**config.mk**
```make
export PLATFORM = sky130hd
export DESIGN_NAME = ps2_mouse_packet_decoder_unit
export DESIGN_NICKNAME = d
export VERILOG_FILES = /design/src/hw/rtl/psmd_pkg.sv /design/src/hw/rtl/psmd_front.sv /design/src/hw/rtl/psmd_queue.sv /design/src/hw/rtl/psmd_back.sv /design/src/hw/rtl/ps2_mouse_packet_decoder_unit.sv
export VERILOG_INCLUDE_DIRS = /design/src /design/src/hw/rtl
export SDC_FILE = /design/constraint.sdc
export NUM_CORES = 1
export LEC_CHECK = 0
export BUFFER_PORTS_ARGS = -buffer_cell sky130_fd_sc_hd__buf_2
export CAP_MARGIN = 10
export CORE_ASPECT_RATIO = 1.1
export CORE_MARGIN = 2
export CORE_UTILIZATION = 47
export CTS_CLUSTER_DIAMETER = 100
export DETAILED_ROUTE_END_ITERATION = 8
export GPL_ROUTABILITY_DRIVEN = 0
export PLACE_DENSITY_LB_ADDON = 0.25
export RECOVER_POWER = 100
export SLEW_MARGIN = 20
export SYNTH_ARGS = -nofsm -noshare
export SYNTH_HDL_FRONTEND = slang
export SYNTH_SLANG_ARGS = --single-unit
```
**constraint.sdc**
```tcl
create_clock -name clk -period 10 [get_ports clk]
set_input_delay 1 -clock clk [delete_from_list [all_inputs] [get_ports clk]]
set_output_delay 1 -clock clk [all_outputs]
set_load 0.03 [all_outputs]
```
**src/hw/rtl/assert_macros.svh**
```systemverilog
// Assertion macros shared by the PS/2 mouse decoder RTL.
// No dependencies; define NO_ASSERTIONS to compile the checks out.
`ifndef ASSERT_MACROS_SVH
`define ASSERT_MACROS_SVH

`ifndef NO_ASSERTIONS

// Property checked at every rising edge outside reset
`define PSMD_ASSERT(label, clk, rst, prop) \
  label: assert property (@(posedge clk) disable iff (rst) prop) \
    else $error("psmd assertion failed");

// Condition that must never be true outside reset
`define PSMD_NEVER(label, clk, rst, cond) \
  label: assert property (@(posedge clk) disable iff (rst) !(cond)) \
    else $error("psmd forbidden condition seen");

`else

`define PSMD_ASSERT(label, clk, rst, prop)
`define PSMD_NEVER(label, clk, rst, cond)

`endif

`endif

```
**src/hw/rtl/psmd_pkg.sv**
```systemverilog
// Shared types and constants for the PS/2 mouse packet decoder.
// No dependencies.
`timescale 1ns / 1ps

package psmd_pkg;

  // Buttons that are reported (left, right, middle)
  localparam int NUM_BUTTONS = 3;
  localparam logic [2:0] BTN_EN = 3'((1 << NUM_BUTTONS) - 1);

  // Packet queue depth between front and back
  localparam int QDEPTH = 4;
  localparam int QPTR_W = $clog2(QDEPTH);
  localparam int QCNT_W = $clog2(QDEPTH + 1);

  localparam logic [31:0] DCLICK_RESET = 32'd3000;

  typedef enum logic [1:0] {
    EV_MOVED    = 2'd0,
    EV_DOUBLE   = 2'd1,
    EV_CLICKED  = 2'd2,
    EV_RELEASED = 2'd3
  } event_kind_t;

  // Everything one complete packet asks the back end to emit
  typedef struct packed {
    logic              mv;
    logic signed [8:0] mx;
    logic signed [9:0] my;
    logic [1:0]        ndbl;
    logic [2:0]        clicks;
    logic [2:0]        releases;
  } pkt_desc_t;

  typedef struct packed {
    logic      push;
    pkt_desc_t desc;
  } pkt_push_t;

endpackage

```
**src/hw/rtl/psmd_front.sv**
```systemverilog
// Front end: accepts mouse bytes, tracks packet phase and button history,
// and classifies each finished packet into a descriptor. Uses psmd_pkg.
`timescale 1ns / 1ps
`include "assert_macros.svh"

module psmd_front (
  input  logic                 clk,
  input  logic                 rst,
  input  logic                 cfg_write_en,
  input  logic [31:0]          cfg_write_data,
  input  logic                 accept,
  input  logic                 aux_data_ready,
  input  logic [7:0]           data_byte,
  input  logic [31:0]          now_time,
  output psmd_pkg::pkt_push_t  pkt
);

  typedef enum logic [2:0] {
    PH_HEADER = 3'b001,
    PH_X      = 3'b010,
    PH_Y      = 3'b100
  } phase_t;

  // Where last_click_time stands while walking the buttons
  typedef enum logic [1:0] {
    LC_ORIG = 2'd0,
    LC_ZERO = 2'd1,
    LC_NOW  = 2'd2
  } lc_src_t;

  phase_t      phase, phase_next;
  logic [7:0]  header_flags, header_flags_next;
  logic [8:0]  pending_x, pending_x_next;
  logic [2:0]  previous_buttons, previous_buttons_next;
  logic [31:0] last_click_time, last_click_time_next;
  logic [31:0] double_click_window;

  logic [8:0]  y9;
  logic [9:0]  dy;
  logic [2:0]  changed, clicks, releases;
  logic        hit_orig, hit_zero, hit_now, hit;
  lc_src_t     lc_src;
  logic [1:0]  ndbl;
  logic        mv;

  // Window register
  always_ff @(posedge clk) begin
    if (rst) begin
      double_click_window <= psmd_pkg::DCLICK_RESET;
    end else if (cfg_write_en) begin
      double_click_window <= cfg_write_data;
    end
  end

  // Packet fields and button comparisons for the Y byte
  assign y9       = {header_flags[5], data_byte};
  assign dy       = 10'd0 - {y9[8], y9};
  assign changed  = header_flags[2:0] ^ previous_buttons;
  assign clicks   = changed & ~previous_buttons & psmd_pkg::BTN_EN;
  assign releases = changed & previous_buttons & psmd_pkg::BTN_EN;
  assign mv       = (header_flags[7:6] == 2'b00) && ((pending_x != 9'd0) || (y9 != 9'd0));

  // The three possible values of the stored click time give three flat compares
  assign hit_orig = (now_time - last_click_time) < double_click_window;
  assign hit_zero = now_time < double_click_window;
  assign hit_now  = double_click_window != 32'd0;

  // Walk pressed buttons in order left, right, middle
  always_comb begin
    lc_src = LC_ORIG;
    ndbl   = 2'd0;
    hit    = 1'b0;
    for (int i = 0; i < 3; i++) begin
      if (clicks[i]) begin
        case (lc_src)
          LC_ORIG: hit = hit_orig;
          LC_ZERO: hit = hit_zero;
          LC_NOW:  hit = hit_now;
          default: hit = hit_orig;
        endcase
        if (hit) begin
          ndbl   = ndbl + 2'd1;
          lc_src = LC_ZERO;
        end else begin
          lc_src = LC_NOW;
        end
      end
    end
  end

  // Next state and descriptor push
  always_comb begin
    phase_next            = phase;
    header_flags_next     = header_flags;
    pending_x_next        = pending_x;
    previous_buttons_next = previous_buttons;
    last_click_time_next  = last_click_time;
    pkt.push              = 1'b0;
    pkt.desc.mv           = mv;
    pkt.desc.mx           = $signed(pending_x);
    pkt.desc.my           = $signed(dy);
    pkt.desc.ndbl         = ndbl;
    pkt.desc.clicks       = clicks;
    pkt.desc.releases     = releases;
    if (accept && aux_data_ready) begin
      case (phase)
        PH_X: begin
          pending_x_next = {header_flags[4], data_byte};
          phase_next     = PH_Y;
        end
        PH_Y: begin
          pkt.push              = mv || (clicks != 3'd0) || (releases != 3'd0);
          previous_buttons_next = header_flags[2:0];
          phase_next            = PH_HEADER;
          case (lc_src)
            LC_ZERO: last_click_time_next = 32'd0;
            LC_NOW:  last_click_time_next = now_time;
            default: last_click_time_next = last_click_time;
          endcase
        end
        default: begin
          header_flags_next = data_byte;
          phase_next        = data_byte[3] ? PH_X : PH_HEADER;
        end
      endcase
    end
  end

  // Hold packet state
  always_ff @(posedge clk) begin
    if (rst) begin
      phase            <= PH_HEADER;
      header_flags     <= 8'd0;
      pending_x        <= 9'd0;
      previous_buttons <= 3'd0;
      last_click_time  <= 32'd0;
    end else begin
      phase            <= phase_next;
      header_flags     <= header_flags_next;
      pending_x        <= pending_x_next;
      previous_buttons <= previous_buttons_next;
      last_click_time  <= last_click_time_next;
    end
  end

  `PSMD_ASSERT(a_dbl_needs_click, clk, rst, pkt.push |-> (pkt.desc.ndbl <= 2'($countones(pkt.desc.clicks))))
  `PSMD_ASSERT(a_header_after_y, clk, rst, (accept && aux_data_ready && phase == PH_Y) |=> (phase == PH_HEADER))

endmodule

```
**src/hw/rtl/psmd_queue.sv**
```systemverilog
// Short descriptor queue between front and back end.
// Uses psmd_pkg for the descriptor type and depth.
`timescale 1ns / 1ps
`include "assert_macros.svh"

module psmd_queue (
  input  logic                 clk,
  input  logic                 rst,
  input  psmd_pkg::pkt_push_t  wr,
  input  logic                 pop,
  output psmd_pkg::pkt_desc_t  head,
  output logic                 empty,
  output logic                 full
);

  psmd_pkg::pkt_desc_t entries [psmd_pkg::QDEPTH];

  logic [psmd_pkg::QPTR_W-1:0] wr_ptr, rd_ptr;
  logic [psmd_pkg::QCNT_W-1:0] count;

  assign empty = count == '0;
  assign full  = count == psmd_pkg::QCNT_W'(psmd_pkg::QDEPTH);
  assign head  = entries[rd_ptr];

  // Store pushed descriptors
  always_ff @(posedge clk) begin
    if (wr.push) begin
      entries[wr_ptr] <= wr.desc;
    end
  end

  // Advance pointers and count
  always_ff @(posedge clk) begin
    if (rst) begin
      wr_ptr <= '0;
      rd_ptr <= '0;
      count  <= '0;
    end else begin
      if (wr.push) begin
        wr_ptr <= wr_ptr + 1'b1;
      end
      if (pop) begin
        rd_ptr <= rd_ptr + 1'b1;
      end
      if (wr.push && !pop) begin
        count <= count + 1'b1;
      end else if (pop && !wr.push) begin
        count <= count - 1'b1;
      end
    end
  end

  `PSMD_NEVER(a_no_overflow, clk, rst, wr.push && full)
  `PSMD_NEVER(a_no_underflow, clk, rst, pop && empty)

endmodule

```
**src/hw/rtl/psmd_back.sv**
```systemverilog
// Back end: expands the queued packet descriptor into events, one per cycle
// while out_ready allows, into a registered output stage. Uses psmd_pkg.
`timescale 1ns / 1ps
`include "assert_macros.svh"

module psmd_back (
  input  logic                 clk,
  input  logic                 rst,
  input  psmd_pkg::pkt_desc_t  head,
  input  logic                 empty,
  output logic                 pop,
  output logic                 out_valid,
  input  logic                 out_ready,
  output logic [1:0]           event_kind,
  output logic signed [8:0]    move_x,
  output logic signed [9:0]    move_y,
  output logic [2:0]           button_mask,
  output logic                 last_of_run
);

  logic       mv_sent, clk_sent;
  logic [1:0] dbl_sent;

  logic                  rem_mv, rem_dbl, rem_clk, load, ev_last;
  psmd_pkg::event_kind_t ev_kind;
  logic signed [8:0]     ev_mx;
  logic signed [9:0]     ev_my;
  logic [2:0]            ev_mask;
  logic [1:0]            dbl_inc;

  assign rem_mv  = head.mv && !mv_sent;
  assign rem_dbl = dbl_sent != head.ndbl;
  assign rem_clk = (head.clicks != 3'd0) && !clk_sent;
  assign dbl_inc = dbl_sent + 2'd1;
  assign load    = !empty && (!out_valid || out_ready);
  assign pop     = load && ev_last;

  // Pick the next event of the head packet
  always_comb begin
    ev_kind = psmd_pkg::EV_RELEASED;
    ev_mx   = 9'sd0;
    ev_my   = 10'sd0;
    ev_mask = head.releases;
    ev_last = 1'b1;
    if (rem_mv) begin
      ev_kind = psmd_pkg::EV_MOVED;
      ev_mx   = head.mx;
      ev_my   = head.my;
      ev_mask = 3'd0;
      ev_last = (head.ndbl == 2'd0) && (head.clicks == 3'd0) && (head.releases == 3'd0);
    end else if (rem_dbl) begin
      ev_kind = psmd_pkg::EV_DOUBLE;
      ev_mask = 3'd0;
      ev_last = (dbl_inc == head.ndbl) && (head.clicks == 3'd0) && (head.releases == 3'd0);
    end else if (rem_clk) begin
      ev_kind = psmd_pkg::EV_CLICKED;
      ev_mask = head.clicks;
      ev_last = head.releases == 3'd0;
    end
  end

  // Track progress through the head packet
  always_ff @(posedge clk) begin
    if (rst) begin
      mv_sent  <= 1'b0;
      dbl_sent <= 2'd0;
      clk_sent <= 1'b0;
    end else if (load) begin
      if (ev_last) begin
        mv_sent  <= 1'b0;
        dbl_sent <= 2'd0;
        clk_sent <= 1'b0;
      end else if (rem_mv) begin
        mv_sent <= 1'b1;
      end else if (rem_dbl) begin
        dbl_sent <= dbl_inc;
      end else begin
        clk_sent <= 1'b1;
      end
    end
  end

  // Output stage valid
  always_ff @(posedge clk) begin
    if (rst) begin
      out_valid <= 1'b0;
    end else if (load) begin
      out_valid <= 1'b1;
    end else if (out_ready) begin
      out_valid <= 1'b0;
    end
  end

  // Output stage payload
  always_ff @(posedge clk) begin
    if (load) begin
      event_kind  <= ev_kind;
      move_x      <= ev_mx;
      move_y      <= ev_my;
      button_mask <= ev_mask;
      last_of_run <= ev_last;
    end
  end

  `PSMD_ASSERT(a_head_has_work, clk, rst,
    !empty |-> (head.mv || head.clicks != 3'd0 || head.releases != 3'd0))
  `PSMD_NEVER(a_dbl_in_range, clk, rst, !empty && dbl_sent > head.ndbl)

endmodule

```
**src/hw/rtl/ps2_mouse_packet_decoder_unit.sv**
```systemverilog
// Top level of the PS/2 mouse packet decoder.
// Depends on psmd_pkg, psmd_front, psmd_queue and psmd_back.
`timescale 1ns / 1ps

// Usage:
// Input channel (in_valid/in_ready) takes one byte per transaction with its
// aux_data_ready flag and a millisecond timestamp now_time. Bytes without
// the flag are taken and dropped. Header, X and Y bytes form a packet; a
// header lacking bit 3 is dropped and the decoder keeps waiting for a header.
// Throughput: one input byte per cycle while the packet queue has room.
// When the Y byte of a packet that reports a move or a button change is
// taken, the front end writes one descriptor into a four-entry queue; the
// back end turns it into up to five events, one per cycle while out_ready
// allows, on the output channel (out_valid/out_ready), each event going out
// via the output register; last_of_run marks the packet's final event.
// If the receiver stalls, the output register holds its event, the queue
// fills, and in_ready drops only once all four queue entries are occupied.
// cfg_write_en/cfg_write_data load the double click window (ticks), to be
// written while the block is idle.
// Reset (rst, synchronous) empties the queue and output stage, returns the
// decoder to waiting for a header, clears button history and click time,
// and sets the window to 3000.
module ps2_mouse_packet_decoder_unit (
  input  logic              clk,
  input  logic              rst,
  input  logic              cfg_write_en,
  input  logic [31:0]       cfg_write_data,
  input  logic              in_valid,
  output logic              in_ready,
  input  logic              aux_data_ready,
  input  logic [7:0]        data_byte,
  input  logic [31:0]       now_time,
  output logic              out_valid,
  input  logic              out_ready,
  output logic [1:0]        event_kind,
  output logic signed [8:0] move_x,
  output logic signed [9:0] move_y,
  output logic [2:0]        button_mask,
  output logic              last_of_run
);

  psmd_pkg::pkt_push_t pkt;
  psmd_pkg::pkt_desc_t head;
  logic                empty, full, pop;

  assign in_ready = !full;

  psmd_front u_front (
    .clk            (clk),
    .rst            (rst),
    .cfg_write_en   (cfg_write_en),
    .cfg_write_data (cfg_write_data),
    .accept         (in_valid && in_ready),
    .aux_data_ready (aux_data_ready),
    .data_byte      (data_byte),
    .now_time       (now_time),
    .pkt            (pkt)
  );

  psmd_queue u_queue (
    .clk   (clk),
    .rst   (rst),
    .wr    (pkt),
    .pop   (pop),
    .head  (head),
    .empty (empty),
    .full  (full)
  );

  psmd_back u_back (
    .clk         (clk),
    .rst         (rst),
    .head        (head),
    .empty       (empty),
    .pop         (pop),
    .out_valid   (out_valid),
    .out_ready   (out_ready),
    .event_kind  (event_kind),
    .move_x      (move_x),
    .move_y      (move_y),
    .button_mask (button_mask),
    .last_of_run (last_of_run)
  );

endmodule
```
; ---- After elaboration in Yosys (flattened, before gate mapping)
; Memories as Yosys holds them, arrays and structs flattened. A register that Yosys moved wholly into a read port is not among the register bits.
; Cells that the tools add are included.
[classes]
add_sub_neg = 9
n_lt_le_gt_ge = 2
n_eq_ne = 13
mux = 44
bitwise = 5
reduce_logical = 49
[op_table]
columns = operator, n
row1 = $lt A32 B32 Y1, 2
row2 = $pmux W32 S2, 1
row3 = $mux W2, 17
row4 = $reduce_bool A32 Y1, 1
row5 = $sub A32 B32 Y32, 1
row6 = $mux W1, 20
row7 = $reduce_bool A9 Y1, 2
row8 = $logic_and A1 B1 Y1, 13
row9 = $add A2 B1 Y2 const B, 5
row10 = $reduce_bool A2 Y1, 5
row11 = $sub A1 B9 Y10 const A, 1
row12 = $logic_not A3 Y1, 3
row13 = $mux W3, 3
row14 = $reduce_and A3 Y1, 3
row15 = $reduce_bool A3 Y1, 3
row16 = $reduce_and A2 Y1, 4
row17 = $logic_not A1 Y1, 7
row18 = $and A3 B3 Y3, 2
row19 = $eq A2 B1 Y1 const B, 3
row20 = $eq A2 B2 Y1 const B, 3
row21 = $eq A3 B3 Y1 const B, 2
row22 = $pmux W3 S2, 1
row23 = $logic_not A2 Y1, 2
row24 = $logic_or A1 B1 Y1, 4
row25 = 11 further kinds, 14
[word_totals]
regBits = 124
ram_bits = 112
input_bits = 78
output_inout_bits = 27
word_cells = 142
memories = 1
[mem_list]
columns = name, depth, word_bits, read_ports, rd_clocked_by_memory_dff, write_ports, line
row1 = u_queue.entries, 4, 28, 1, 1, 1, psmd_queue.sv:16  ; psmd_pkg::pkt_desc_t entries [psmd_pkg::QDEPTH];

; ---- Longest topological paths before layout
[depth]
depth_word = 18
mapped_depth = 28
ltp_nobuf = 26

; ---- Hierarchy
; From an unflattened synthesis, not the netlist that was laid out.
[unflattened]
cells_unflattened = 1167
hier_area_um2 = 12678.4
[by_module_without_submodules]
columns = module, n_inst, cells_each, area_per_inst_um2
row1 = psmd_front, 1, 860, 6707.7
row2 = psmd_queue, 1, 190, 4519.3
row3 = psmd_back, 1, 115, 1441.4
row4 = ps2_mouse_packet_decoder_unit, 1, 2, 10.0

; ---- Worst setup path after synthesis
; Ideal clock, no wire load.
[synth_timing]
path_kind = in2reg
start = input port now_time[0]
end = register u_front.last_click_time[11]
setup_ns = 0.070
t_arrival_ns = 6.315
required_ns = 9.930
path_slack_ns = 3.614
path_stages = 26
n_path_buf = 3
cell_sequence = inv_1 ha_1 inv_1 fa_1 a21o_1 nand4_1 a31oi_1 o2111ai_1 a21oi_1 a31oi_1 mux2_2 a211oi_1 ha_1 nand4_1 nor3_1 a221o_1 a311oi_2 clkbuf_1 a21boi_0 a2111o_1 ha_1 nor2b_1 clkbuf_1 clkbuf_1 nand3_1 a21oi_1
[synth_via]
elab_chain_cells = 18
elab_cells_between_ends = 23
classes_between = 1 x add/sub / 2 x order compare / 6 x eq/ne / 12 x mux / 2 x reduce/logical
[synth_lines]
columns = element, line
row1 = start: declaration, ps2_mouse_packet_decoder_unit.sv:32  ; input logic [31:0] now_time,
row2 = $sub A32 B32 Y32, psmd_front.sv:64  ; assign hit_orig = (now_time - last_click_time) < double_click_window;
row3 = $lt A32 B32 Y1, psmd_front.sv:64
row4 = $mux W1, psmd_front.sv:74  ; if (clicks[i]) begin
row5 = $mux W2, psmd_front.sv:81  ; if (hit) begin
row6 = $mux W2, psmd_front.sv:74
row7 = $eq A2 B2 Y1 or $eq A2 B1 Y1 (tied branches), psmd_front.sv:75  ; case (lc_src)
row8 = $pmux W1 S2, psmd_front.sv:75
row9 = $mux W1, psmd_front.sv:74
row10 = (+2 left out), n/a
row11 = $eq A2 B2 Y1 or $eq A2 B1 Y1 (tied branches), psmd_front.sv:75
row12 = $pmux W1 S2, psmd_front.sv:75
row13 = $mux W1, psmd_front.sv:74
row14 = $mux W2, psmd_front.sv:81
row15 = $mux W2 *, psmd_front.sv:74
row16 = $eq A2 B1 Y1 or $eq A2 B2 Y1 (tied branches), psmd_front.sv:115  ; case (lc_src)
row17 = $reduce_bool A2 Y1 (no source line), n/a
row18 = $reduce_and A3 Y1 (no source line), n/a
row19 = end signal: assignment, psmd_front.sv:142  ; last_click_time <= last_click_time_next;
row20 = end: declaration, psmd_front.sv:35  ; logic [31:0] last_click_time, last_click_time_next;
; Every way passes the cells marked *; elsewhere a longest branch is shown, timed or not. The select of a mux whose other input is x is not followed.
; A chain may end at the register's enable or synchronous reset.

; ---- Final worst setup path
[layout_timing]
start = input port now_time[0]
end = register u_front.last_click_time[30]
; The elaborated chain is that of the path after synthesis.

==> flow_metrics.tcl <==
set metrics [dict create \
    synthesis.nets 1318 \
    ys_warn_count 0 \
    ant_nets 0 \
    max_slew_margin_pct -59.2 \
    crit_top_cell "ha_1" \
    final_cells 1602 \
    slowest_stage "a311oi_1" \
    placedInstanceArea_sq_um 13300 \
    dp.cells 1556 \
    worstSkewPairLatency_ns 0.54 \
    yosysTopAreaCell "edfxtp_1" \
    tns_ns 0 \
    drive_gt1_share_pct 11.5 \
    leakagePower_nw 5.17 \
    final_util_pct 54.0 \
    crit_end "u_front.last_click_time[30]" \
    netlist_instances 1136 \
    ys_ff_latch 237 \
    place_ws_ns 2.29 \
    ff2ff_path_depth 23 \
    run_status "finished, violations left" \
    via_per_inst 5.43 \
    antenna_found_initial 1 \
    ys_seq_area_share_pct 49.1 \
    nNetsFinal 1413 \
    p_total_mw 2.22 \
    violations "capacitance limit, slew limit" \
    final_common_cell "edfxtp_1" \
    crit_path_start "now_time[0]" \
    post_drt_wl_per_cell_um 16.9 \
    worstReg2RegStart "u_front.last_click_time[0]" \
    slowest_delay_ns 1.33 \
    worst_hold_path_type "reg -> reg" \
    ios 105 \
    r2r_end "u_front.last_click_time[30]" \
    hold_violations 0 \
    syn_avg_cell_area_sq_um 11.0 \
    cts_tree "built" \
    crit_fanout 32 \
    tightest_slew_ns 2.39 \
    rsz0062_at_grt "false" \
    cts_num_sinks 237 \
    vias 8691 \
    post_cts_buffers 0 \
    ys_types 71 \
    grt_first_pass_wirelength_um 44000 \
    first_iter_violations 423 \
    clockBufferDepth 3 \
    drt-total-wl_um 27100 \
    final_area_sq_um 14100 \
    grt_pass1_vias 8561 \
    synthTopCellsByArea "edfxtp_1, dfxtp_1, ha_1" \
    die_w_um 159 \
    async_reset_ff_share_pct 0 \
    io_buffers 104 \
    ys.flop_type "edfxtp_1" \
    netlist_area_sq_um 12500 \
    period_minus_slack_ns 7.76 \
    mostFrequentLayoutCells "edfxtp_1, ha_1, dfxtp_1" \
    overflow 0 \
    startpoint_type "input pin" \
    cellPowerDensity_nw_per_um2 157 \
    end_kind "flop" \
    grt.total_usage_pct 19.5 \
    multi_input_area_sq_um 5830 \
    drv_slew 296 \
    grt_max_degree 47 \
    die_area_sq_um 27800 \
    vdd_drop_max_uv 116 \
    fillers 2385 \
    post-route-drc-count 0 \
    diodes 0 \
    core_sq_um 26100 \
    postCtsHoldBufs 0 \
    dr.pass1.iters 5 \
    maxCapViolCount 9 \
    max_freq_mhz 129 \
    num_rows 62 \
    post_cts_resized 0 \
    finalCritPeriodShare_pct 77.6 \
    seqCellArea_sq_um 6120 \
    setup_slack_ns 2.24 \
    synth_top_area_share_pct 33.0 \
    hpwl_um 19500 \
    required_ns 10.44 \
    finalSetupViolCount 0 \
    clkTransAtPathRegs_ns 0.06 \
    critPathKind "in -> reg" \
    rrSetupSlack_ns 2.53 \
    cts_buffers 25 \
    critPathArrivalTime_ns 8.19 \
    clock-skew-final_ns 0.0102 \
    root_buffer "clkbuf_16" \
    start_util_pct 47.8 \
    synth-edff-count 137 \
    fp.dieH_um 175 \
    cts.htree.levels 1 \
    syn_to_final_growth_pct 13.0 \
    hold-worst-slack_ns 0.451 \
]
==> sequential cells by signal, indices dropped and copies added (netlist names), 3 cells and up, named ones only <==
| register | cells |
|---|---|
| u_front.previous_buttons | 3 |
| u_queue.count | 3 |
| u_back.button_mask | 3 |
| u_front.header_flags | 7 |
| u_front.double_click_window | 32 |
| u_front.phase | 3 |
| u_front.last_click_time | 32 |
| u_back.move_x | 9 |
| u_back.move_y | 10 |
| u_front.pending_x | 9 |
| u_queue.entries | 112 |
==> metal layers <==
metal  track usage, %  part of all wire, %
met1             25.6                   46
met2             34.8                   48
met3             2.54                  4.2
met4             4.24                  1.5
met5                0                    0
==> Yosys cell counts, drive strengths merged (3+ instances only) <==
cell	instances
a21o	31
and3	4
o21ai	26
o31a	3
nand2	66
mux4	28
and2	8
a311oi	4
nor4b	3
a31oi	8
mux2i	46
ha	102
o211ai	13
dfxtp	100
or2	3
a21boi	4
nor4	17
inv	91
o221ai	3
a21oi	93
edfxtp	137
nand4	17
o2111ai	4
nand3	41
xor2	17
buf	8
nor2b	30
clkbuf	34
nand2b	14
nor3	11
o21a	8
a211oi	8
or3	4
o21bai	5
nor2	85
xnor2	27
==> where the power goes <==
| group | total (mW) | internal, mW | switching [mW] | leakage (nW) |
|---|---|---|---|---|
| Clock | 0.938 | 0.556 | 0.382 | 0.400 |
| Sequential | 1.04 | 1.04 | 0.00835 | 2.03 |
| Combinational | 0.233 | 0.0971 | 0.136 | 2.74 |
==> worst max-delay path: cells and delay by family <==
kind                       cells  cell delay [ns]
AOI/OAI and AO/OA             11             4.06
adders and majority gates      4             1.18
and+or+nand+nor                5             1.11
muxes                          1             0.39
xor gates and xnor gates       1             0.23
buffers and inverters          3             0.22
==> final cells by class <==
type | count | area share [%]
inverters | 93 | 2.48
flip-flops and latches | 237 | 43.4
clock inverters | 11 | 1.01
well taps | 352 | 3.13
repair buffers | 110 | 3.68
clock buffers | 35 | 4.85
multi-input cells | 764 | 41.4
==> logic make-up (layout without fill, tap and decap cells) <==
group	count (synthesis)	in the layout	synth area share, %
AOI/OAI and AO/OA	230	230	11.8
xor gates and xnor gates	44	44	3.09
adders and majority gates	105	105	10.6
buffers and inverters	135	249	4.13
DFF	237	237	49.1
muxes	75	75	8.94
and+or+nand+nor	310	310	12.3
==> how the worst min path moves through the flow <==
stage	from	end	cells past startpoint
after floorplan	u_front.last_click_time[10]	u_front.last_click_time[10]	2
after global routing	u_front.last_click_time[28]	u_front.last_click_time[28]	2
after global placement	u_front.last_click_time[16]	u_front.last_click_time[16]	2
final	u_front.last_click_time[17]	u_front.last_click_time[17]	2
after CTS	u_front.last_click_time[27]	u_front.last_click_time[27]	2
after detailed placement	u_front.last_click_time[27]	u_front.last_click_time[27]	2
(Power assumes the default switching activity.)
